==> src/rtl/dpcm_category_vlc_encoder_core_assert.svh <==
// assertion macros for the dpcm category vlc encoder core
// expects a clock named clock and a synchronous active-high reset named reset in scope
`ifndef DPCM_CATEGORY_VLC_ENCODER_CORE_ASSERT_SVH
`define DPCM_CATEGORY_VLC_ENCODER_CORE_ASSERT_SVH

// antecedent implies consequent in the same cycle
`define DCVE_ASSERT_SAME(label, ante, cons, msg) \
   label: assert property (@(posedge clock) disable iff (reset) (ante) |-> (cons)) \
      else $error(msg);

// antecedent implies consequent in the next cycle
`define DCVE_ASSERT_NEXT(label, ante, cons, msg) \
   label: assert property (@(posedge clock) disable iff (reset) (ante) |=> (cons)) \
      else $error(msg);

`endif

==> src/rtl/dcve_pkg.sv <==
// shared types and prefix code tables for the dpcm category vlc encoder
// no dependencies
package dcve_pkg;

   // function codes of an input item
   localparam logic FUNC_CODE  = 1'b0;
   localparam logic FUNC_FLUSH = 1'b1;

   typedef struct packed {
      logic       func;
      logic [7:0] sample;
      logic       plane_start;
   } req_type;

   typedef struct packed {
      logic [7:0] out_byte;
      logic       last;
   } rsp_type;

   // prefix code by category, right aligned
   function automatic logic [5:0] prefix_code(input logic [3:0] cat);
      logic [5:0] code;
      unique case (cat)
         4'd0:    code = 6'b000010;
         4'd1:    code = 6'b000011;
         4'd2:    code = 6'b000100;
         4'd3:    code = 6'b000000;
         4'd4:    code = 6'b000101;
         4'd5:    code = 6'b000110;
         4'd6:    code = 6'b001110;
         4'd7:    code = 6'b011110;
         4'd8:    code = 6'b111110;
         default: code = 6'b000000;
      endcase
      return code;
   endfunction

   // prefix code length by category
   function automatic logic [2:0] prefix_len(input logic [3:0] cat);
      logic [2:0] len;
      unique case (cat)
         4'd0, 4'd1, 4'd2, 4'd4, 4'd5: len = 3'd3;
         4'd3:    len = 3'd2;
         4'd6:    len = 3'd4;
         4'd7:    len = 3'd5;
         4'd8:    len = 3'd6;
         default: len = 3'd0;
      endcase
      return len;
   endfunction

endpackage

==> src/rtl/dpcm_category_vlc_encoder_core.sv <==
// An accepted item is held in the input register until the result buffer can take it;
// then its first byte, if it yields one, is presented on rsp_ from the result buffer.
// Throughput: one item per cycle while rsp_ready is high and each item yields at most one byte;
// an item that yields two bytes holds the single result buffer until both are taken, as the byte port is 8 bits.
// Reset clears predictor, pending bits and count, and both item registers' valid state.
// Depends on dcve_pkg and dpcm_category_vlc_encoder_core_assert.svh.
`include "dpcm_category_vlc_encoder_core_assert.svh"

module dpcm_category_vlc_encoder_core (
   input  logic             clock,
   input  logic             reset,
   input  logic             req_valid,
   output logic             req_ready,
   input  dcve_pkg::req_type req_data,
   output logic             rsp_valid,
   input  logic             rsp_ready,
   output dcve_pkg::rsp_type rsp_data
);

   // input register
   logic              in_valid_ff, in_valid_in;
   dcve_pkg::req_type in_item_ff, in_item_in;

   // coding state
   logic [7:0] pred_ff, pred_in;
   logic [6:0] pend_bits_ff, pend_bits_in;
   logic [2:0] pend_cnt_ff, pend_cnt_in;

   // result buffer: up to two bytes, count of bytes left
   logic [1:0] res_count_ff, res_count_in;
   logic [7:0] byte0_ff, byte0_in;
   logic [7:0] byte1_ff, byte1_in;

   logic       advance;
   logic       rsp_take;

   // datapath signals
   logic [7:0]  pred_sel;
   logic [8:0]  diff;
   logic        neg;
   logic [7:0]  mag;
   logic [3:0]  cat;
   logic [8:0]  mask9;
   logic [7:0]  mbits;
   logic [2:0]  plen;
   logic [20:0] acc;
   logic [4:0]  total;
   logic [23:0] window;
   logic [1:0]  nbytes;
   logic [7:0]  keep_mask;

   // handshake control
   assign rsp_valid = (res_count_ff != 2'd0);
   assign rsp_take  = rsp_valid && rsp_ready;
   assign advance   = in_valid_ff && ((res_count_ff == 2'd0) ||
                                      ((res_count_ff == 2'd1) && rsp_ready));
   assign req_ready = !in_valid_ff || advance;

   assign rsp_data.out_byte = byte0_ff;
   assign rsp_data.last     = (res_count_ff == 2'd1);

   // difference, magnitude and category
   always_comb begin
      pred_sel = in_item_ff.plane_start ? 8'd0 : pred_ff;
      diff     = {1'b0, in_item_ff.sample} - {1'b0, pred_sel};
      neg      = diff[8];
      mag      = neg ? (8'd0 - diff[7:0]) : diff[7:0];
      cat      = 4'd0;
      for (int i = 0; i < 8; i++) begin
         if (mag[i]) begin
            cat = 4'(i + 1);
         end
      end
      mask9 = (9'd1 << cat) - 9'd1;
      mbits = neg ? (~mag & mask9[7:0]) : mag;
      plen  = dcve_pkg::prefix_len(cat);
   end

   // bit accumulation and byte extraction
   always_comb begin
      if (in_item_ff.func == dcve_pkg::FUNC_FLUSH) begin
         acc    = 21'(pend_bits_ff);
         total  = 5'(pend_cnt_ff);
         nbytes = (pend_cnt_ff != 3'd0) ? 2'd1 : 2'd0;
      end else begin
         acc    = ((21'(pend_bits_ff) << plen) | 21'(dcve_pkg::prefix_code(cat)));
         acc    = (acc << cat) | 21'(mbits);
         total  = 5'(pend_cnt_ff) + 5'(plen) + 5'(cat);
         nbytes = total[4] ? 2'd2 : (total[3] ? 2'd1 : 2'd0);
      end
      window    = 24'(acc) << (5'd24 - total);
      keep_mask = (8'd1 << total[2:0]) - 8'd1;
   end

   // next-state logic
   always_comb begin
      in_valid_in  = in_valid_ff;
      in_item_in   = in_item_ff;
      pred_in      = pred_ff;
      pend_bits_in = pend_bits_ff;
      pend_cnt_in  = pend_cnt_ff;
      res_count_in = res_count_ff;
      byte0_in     = byte0_ff;
      byte1_in     = byte1_ff;

      // input register load and release
      if (req_valid && req_ready) begin
         in_valid_in = 1'b1;
         in_item_in  = req_data;
      end else if (advance) begin
         in_valid_in = 1'b0;
      end

      // move the item into the result buffer, or drain one byte
      if (advance) begin
         res_count_in = nbytes;
         byte0_in     = window[23:16];
         byte1_in     = window[15:8];
         if (in_item_ff.func == dcve_pkg::FUNC_FLUSH) begin
            pend_bits_in = 7'd0;
            pend_cnt_in  = 3'd0;
         end else begin
            pend_bits_in = acc[6:0] & keep_mask[6:0];
            pend_cnt_in  = total[2:0];
            pred_in      = in_item_ff.sample;
         end
      end else if (rsp_take) begin
         res_count_in = res_count_ff - 2'd1;
         byte0_in     = byte1_ff;
      end
   end

   // control registers
   always_ff @(posedge clock) begin
      if (reset) begin
         in_valid_ff  <= 1'b0;
         pred_ff      <= 8'd0;
         pend_bits_ff <= 7'd0;
         pend_cnt_ff  <= 3'd0;
         res_count_ff <= 2'd0;
      end else begin
         in_valid_ff  <= in_valid_in;
         pred_ff      <= pred_in;
         pend_bits_ff <= pend_bits_in;
         pend_cnt_ff  <= pend_cnt_in;
         res_count_ff <= res_count_in;
      end
   end

   // payload registers
   always_ff @(posedge clock) begin
      in_item_ff <= in_item_in;
      byte0_ff   <= byte0_in;
      byte1_ff   <= byte1_in;
   end

   // checks on the result buffer and coding state
   `DCVE_ASSERT_NEXT(a_second_byte_follows, rsp_take && (res_count_ff == 2'd2), rsp_valid && rsp_data.last, "second byte of an item missing")
   `DCVE_ASSERT_SAME(a_no_advance_when_full, in_valid_ff && (res_count_ff == 2'd2), !req_ready && !advance, "item advanced over a full result buffer")
   `DCVE_ASSERT_NEXT(a_flush_clears_pending, advance && (in_item_ff.func == dcve_pkg::FUNC_FLUSH), (pend_cnt_ff == 3'd0) && (pend_bits_ff == 7'd0), "flush left pending bits")

endmodule

==> config.mk <==
export PLATFORM = sky130hd
export DESIGN_NAME = dpcm_category_vlc_encoder_core
export DESIGN_NICKNAME = d
export VERILOG_FILES = /design/src/rtl/dcve_pkg.sv /design/src/rtl/dpcm_category_vlc_encoder_core.sv
export VERILOG_INCLUDE_DIRS = /design/src /design/src/rtl
export SDC_FILE = /design/constraint.sdc
export NUM_CORES = 1
export LEC_CHECK = 0
export BUFFER_PORTS_ARGS = -buffer_cell sky130_fd_sc_hd__buf_2
export CAP_MARGIN = 40
export CORE_MARGIN = 1.5
export CORE_UTILIZATION = 45
export CTS_CLUSTER_DIAMETER = 120
export DETAILED_ROUTE_END_ITERATION = 10
export GPL_ROUTABILITY_DRIVEN = 0
export SLEW_MARGIN = 20
export SYNTH_ARGS = -nofsm -noshare
export SYNTH_HDL_FRONTEND = slang
export SYNTH_SLANG_ARGS = --single-unit
==> constraint.sdc <==
create_clock -name clock -period 8.2 [get_ports clock]
set_clock_uncertainty 0.2 [all_clocks]
set_input_delay 0.41 -clock clock [delete_from_list [all_inputs] [get_ports clock]]
set_output_delay 0.41 -clock clock [all_outputs]
set_load 0.03 [all_outputs]
==> flow_summary.ini, run 1 <==
[synthesis]
ys_async_sr_fraction_pct = 0
synth.distinct_cells = 91
ys_seq_elements = 47
synth_area_per_cell_um2 = 7.52
synthCells = 766
syn-num-nets = 808
ys_warn_count = 0
synth_edf_count = 26
yosysSeqAreaShare_pct = 20.8
synthesis.area_mm2 = 0.00576
synth-main-ff-cell = edfxtp_1

[die]
num_rows = 41
io_pins = 25
start_util_pct = 45.8
die-area_mm2 = 0.0135
core_area_mm2 = 0.0126
die_h_um = 116
die_w_um = 116

[critical_path]
worstSetupEndpointType = flip-flop
crit_buf_inv = 3
worstPathMaxFanout = 14
cp.arrival_ns = 7.40
criticalPathCategory = flip-flop to flip-flop
crit_slowest_cell = fa_1
max_stage_delay_ns = 0.74
crit_required_ns = 8.17
crit_top_cell = nand2_1
path_delay_family = simple AND/OR/NAND/NOR gates
start_kind = flip-flop

[route]
drt-initial-drc-count = 918
ant_nets = 0
drt_first_pass_iters = 8
vias = 6387
routed_wl_um = 18900
vias_per_cell = 6.78
detail_route.wl_per_cell_um = 20.0
drcViolationCount = 0

[worst_hold_path]
min_path_type = primary input to flip-flop

[clock_tree]
path_clk_slew_ns = 0.07
cts.repair_timing.setup_buffer_count = 0
clk_path_buf_depth = 2
clock_latency_ns = 0.30
cts_sinks = 47
post_cts_resized = 0
h-tree-depth = 2
cts_root_buffer = clkbuf_16
cts_buffers = 5
cts_hold_buf = 0
cts_tree = built

[layout]
antenna_cells = 0
layout-drive-gt1-share_pct = 13.2
synthToLayoutAreaGrowth_pct = 7.88
final_nets = 811

[sta]
hold_viol_final = 0
finalSetupViolCount = 0
clock.fmax_mhz = 135
tns_ns = 0
min_period_ns = 7.43
rsz0062_at_grt = no
timing.hold.ws_ns = 0.0840
worst_pin_slew_ns = 0.807
finalMaxSlewViolations = 0
fin_crit_sh_pct = 90.6
max-slew-margin-rel_pct = 45.9

[global_route]
grt_pass1_wl_um = 30300
grt-ovfl-total = 0
antenna_found_initial = 0
grt_max_degree = 31
grt_util_all_layers_pct = 28.5
grt_pass1_vias = 5897

[placed_design]
dp_hpwl_um = 14200
port-buffer-count = 24

[job]
timing.max_cap.violations = 0

[outcome]
outcome = finished clean
[cells by family (layout without fill, tap and decap cells)]
logic type	count (synthesis)	count (layout)	synth area share [%]
muxes	25	25	4.91
adders and majority gates	28	28	6.73
DFF	47	47	20.8
AOI/OAI and AO/OA	268	268	33.5
xor gates and xnor gates	21	21	3.78
and+or+nand+nor	291	291	24.0
buffers and inverters	86	90	6.23
[routing by layer]
metal / vias up / routed length, µm / track usage [%]
met1: 3010 / 8210 / 39.9
li1: 2908 / - / -
met4: 0 / 525 / 11.0
met3: 66 / 1910 / 6.07
met5: - / 0 / 0
met2: 403 / 8210 / 42.9
[flip-flops by register name, summed over array words and instances (netlist names)]
name	count
in_valid_ff	1
byte0_ff	8
pred_ff	8
in_item_ff	10
res_count_ff	2
pend_bits_ff	7
byte1_ff	8
pend_cnt_ff	3
[layout by cell type, fill, tap and decap left out, types with 24 or more instances in the layout]
cell | synthesis | final
nand2_1 | 83 | 83
nor2_1 | 80 | 80
a21oi_1 | 47 | 47
o21ai_0 | 46 | 46
nor3_1 | 35 | 35
nand3_1 | 31 | 31
inv_1 | 28 | 28
edfxtp_1 | 26 | 26
buf_2 | 8 | 24
buf_4 | 3 | 24
[final timing paths]
path                      start  slack, ns            end  cells after the start
hold / removal      req_data[4]       0.08  in_item_ff[4]                      1
setup reg to reg  in_item_ff[0]       0.77    byte0_ff[2]                     25
setup / recovery  in_item_ff[0]       0.77    byte0_ff[2]                     25
hold reg to reg      pred_ff[3]       0.26     pred_ff[3]                      2
[metrics by stage]
step | instances | worst slack, ns | utilization, % | instance area [µm²]
2_1_floorplan | 766 | 1.22 | - | 5760
3_3_place_gp | 930 | 0.815 | 48.0 | 6030
3_5_place_dp | 933 | 0.910 | 48.2 | 6060
4_1_cts | 941 | 0.853 | 49.4 | 6210
5_1_grt | 942 | 0.226 | 49.5 | 6220
6_report | 942 | 0.767 | 49.5 | 6220
[cells in the mapped netlist (8+ instances only)]
cell type  instances  area share, %
o211ai_1          20            2.6
ha_1              23            5.0
nand3_1           31            2.7
nor3_1            35            3.0
a211oi_1          17            2.2
edfxtp_1          26             14
o2111ai_1          8            1.2
nand2_1           83            5.4
inv_1             28            1.8
a31oi_1           11            1.2
xnor2_1           14            2.1
nor2_1            80            5.2
o21ai_0           46            4.0
o221ai_1           9            1.4
o22ai_1           10            1.1
mux2i_1           17            3.0
nand2b_1          14            1.5
clkbuf_1          38            2.5
dfxtp_1           21            7.3
buf_2              8           0.69
a21oi_1           47            4.1
[layout make-up]
class	instances	area, µm²
Sequential cell	47	1200
Timing Repair Buffer	50	323
Tap cell	172	215
Multi-Input combinational cell	633	4210
Inverter	32	120
Clock inverter	3	22.5
Clock buffer	5	125
Fill cell	1273	6350
Power of run 1 is left out: the tool's default activity adds up to more than one toggle a clock period on the data nets, which glitch-free logic cannot reach.
==> run 2, diff against run 1 <==
--- a/config.mk
+++ b/config.mk
@@ -13,6 +13,7 @@
 export CTS_CLUSTER_DIAMETER = 120
 export DETAILED_ROUTE_END_ITERATION = 10
 export GPL_ROUTABILITY_DRIVEN = 0
+export RECOVER_POWER = 100
 export SLEW_MARGIN = 20
 export SYNTH_ARGS = -nofsm -noshare
 export SYNTH_HDL_FRONTEND = slang
==> run 2 against run 1 <==
Against the previous run:
- cell area shrank 0.42%
- utilization shrank 0.21 points
- die area is the same
- setup slack gained 0.033 ns
- non-clock buffer count is the same
- worst hold slack gained 0.0013 ns
- global-route usage is the same
- register-to-register slack gained 0.03 ns
- flip-flop and latch count is the same
- cell count is the same
- critical path depth is the same
- routed wire length is essentially flat
==> flow_summary.ini, run 2 (synthesis gave the netlist of run 1 again) <==
[outcome]
outcome = finished clean

[layout]
synthToLayoutAreaGrowth_pct = 7.43
layout-drive-gt1-share_pct = 11.4
final_nets = 811
layout_common_cells = 83 x nand2_1, 80 x nor2_1, 47 x a21oi_1, 47 x o21ai_0, 35 x nor3_1
fin_cells = 942
top_register = in_item_ff
final_common_cell = nand2_1
antenna_cells = 0
largest_register_ffs = 10

[global_route]
antenna_found_initial = 0
grt-ovfl-total = 0
grt_max_degree = 31
grt_pass1_vias = 5897
grt_util_all_layers_pct = 28.5
grt_pass1_wl_um = 30300

[die]
io_pins = 25
die-area_mm2 = 0.0135
core_area_mm2 = 0.0126
num_rows = 41
die_h_um = 116
die_w_um = 116
start_util_pct = 45.8

[clock_tree]
cts_buffers = 5
cts.repair_timing.setup_buffer_count = 0
cts_hold_buf = 0
clock_latency_ns = 0.30
post_cts_resized = 0
clk_path_buf_depth = 2
path_clk_slew_ns = 0.07
cts_root_buffer = clkbuf_16
cts_tree = built
cts_sinks = 47
h-tree-depth = 2

[route]
vias = 6341
routed_wl_um = 18800
drcViolationCount = 0
vias_per_cell = 6.73
ant_nets = 0
detail_route.wl_per_cell_um = 20.0
drt_first_pass_iters = 6
drt-initial-drc-count = 868

[critical_path]
worstReg2RegStart = in_item_ff[0]
crit_top_cell = nand2_1
path_delay_family = simple AND/OR/NAND/NOR gates
cp.arrival_ns = 7.37
worstPathMaxFanout = 14
reg2reg_slack_ns = 0.80
criticalPathCategory = flip-flop to flip-flop
crit_required_ns = 8.17
crit_slowest_cell = fa_1
start_kind = flip-flop
max_stage_delay_ns = 0.72
worstSetupEndpointType = flip-flop
crit_buf_inv = 3
cp-startpoint = in_item_ff[0]

[job]
timing.max_cap.violations = 0

[placed_design]
dp_hpwl_um = 14200
port-buffer-count = 24
dp_cells = 933

[sta]
min_period_ns = 7.40
finalMaxSlewViolations = 0
clock.fmax_mhz = 135
finalSetupViolCount = 0
hold_viol_final = 0
fin_crit_sh_pct = 90.2
max-slew-margin-rel_pct = 44.6
tns_ns = 0
worst_pin_slew_ns = 0.826
rsz0062_at_grt = no

[worst_hold_path]
hold_start = req_data[4]
min_path_type = primary input to flip-flop
-- run 2: cell types whose count changed in the layout (fill, tap and decap cells not counted), sizes merged --
cell / change
clkbuf: +13
buf: -13
-- run 2: area by class of cell --
type                    instances  area, µm²
clock buffers                   5        125
clock inverters                 3       22.5
fillers                      1284       6380
multi-input cells             633       4200
repair buffers                 50        303
well taps                     172        215
inverters                      32        120
flip-flops and latches         47       1200
-- run 2: worst paths after layout --
kind	to	cells past startpoint
min reg2reg	pred_ff[3]	2
max	byte0_ff[2]	25
max reg2reg	byte0_ff[2]	25
min	in_item_ff[4]	1
-- run 2: worst reg2reg max path, cell delays in order, from the launching register on --
cell	delay [ns]
edfxtp_1	0.46
nor2b_1	0.15
ha_1	0.18
inv_1	0.06
fa_1	0.50
nand2b_1	0.19
or3_1	0.35
mux2_2	0.33
o41ai_4	0.52
xnor2_2	0.34
nand3_1	0.14
buf_4	0.20
nor2_1	0.09
a211oi_1	0.07
fa_1	0.72
nand2_1	0.20
nand2_1	0.36
inv_1	0.11
ha_1	0.28
nand2_1	0.15
a21oi_1	0.11
a211o_1	0.45
nor2_1	0.55
o21ai_0	0.20
a31oi_1	0.20
a221o_1	0.17
-- run 2: metal layers --
| layer | part of all wire (%) | global-route usage [%] | vias up |
|---|---|---|---|
| li1 | - | - | 2916 |
| met4 | 3.1 | 11.0 | 0 |
| met5 | 0 | 0 | - |
| met2 | 43 | 42.9 | 382 |
| met1 | 43 | 39.9 | 2967 |
| met3 | 11 | 6.07 | 76 |
-- run 2: per-stage QoR --
| stage | setup WS, ns | utilization [%] | area [µm²] | hold WS [ns] |
|---|---|---|---|---|
| global route | 0.163 | 49.2 | 6190 | 0.0752 |
| floorplan | 1.22 | - | 5760 | 0.232 |
| global placement | 0.815 | 48.0 | 6030 | 0.243 |
| detailed placement | 0.910 | 48.2 | 6060 | 0.248 |
| CTS | 0.853 | 49.4 | 6210 | 0.0773 |
| finish | 0.800 | 49.2 | 6190 | 0.0853 |
Power of run 2 is left out for the same reason.
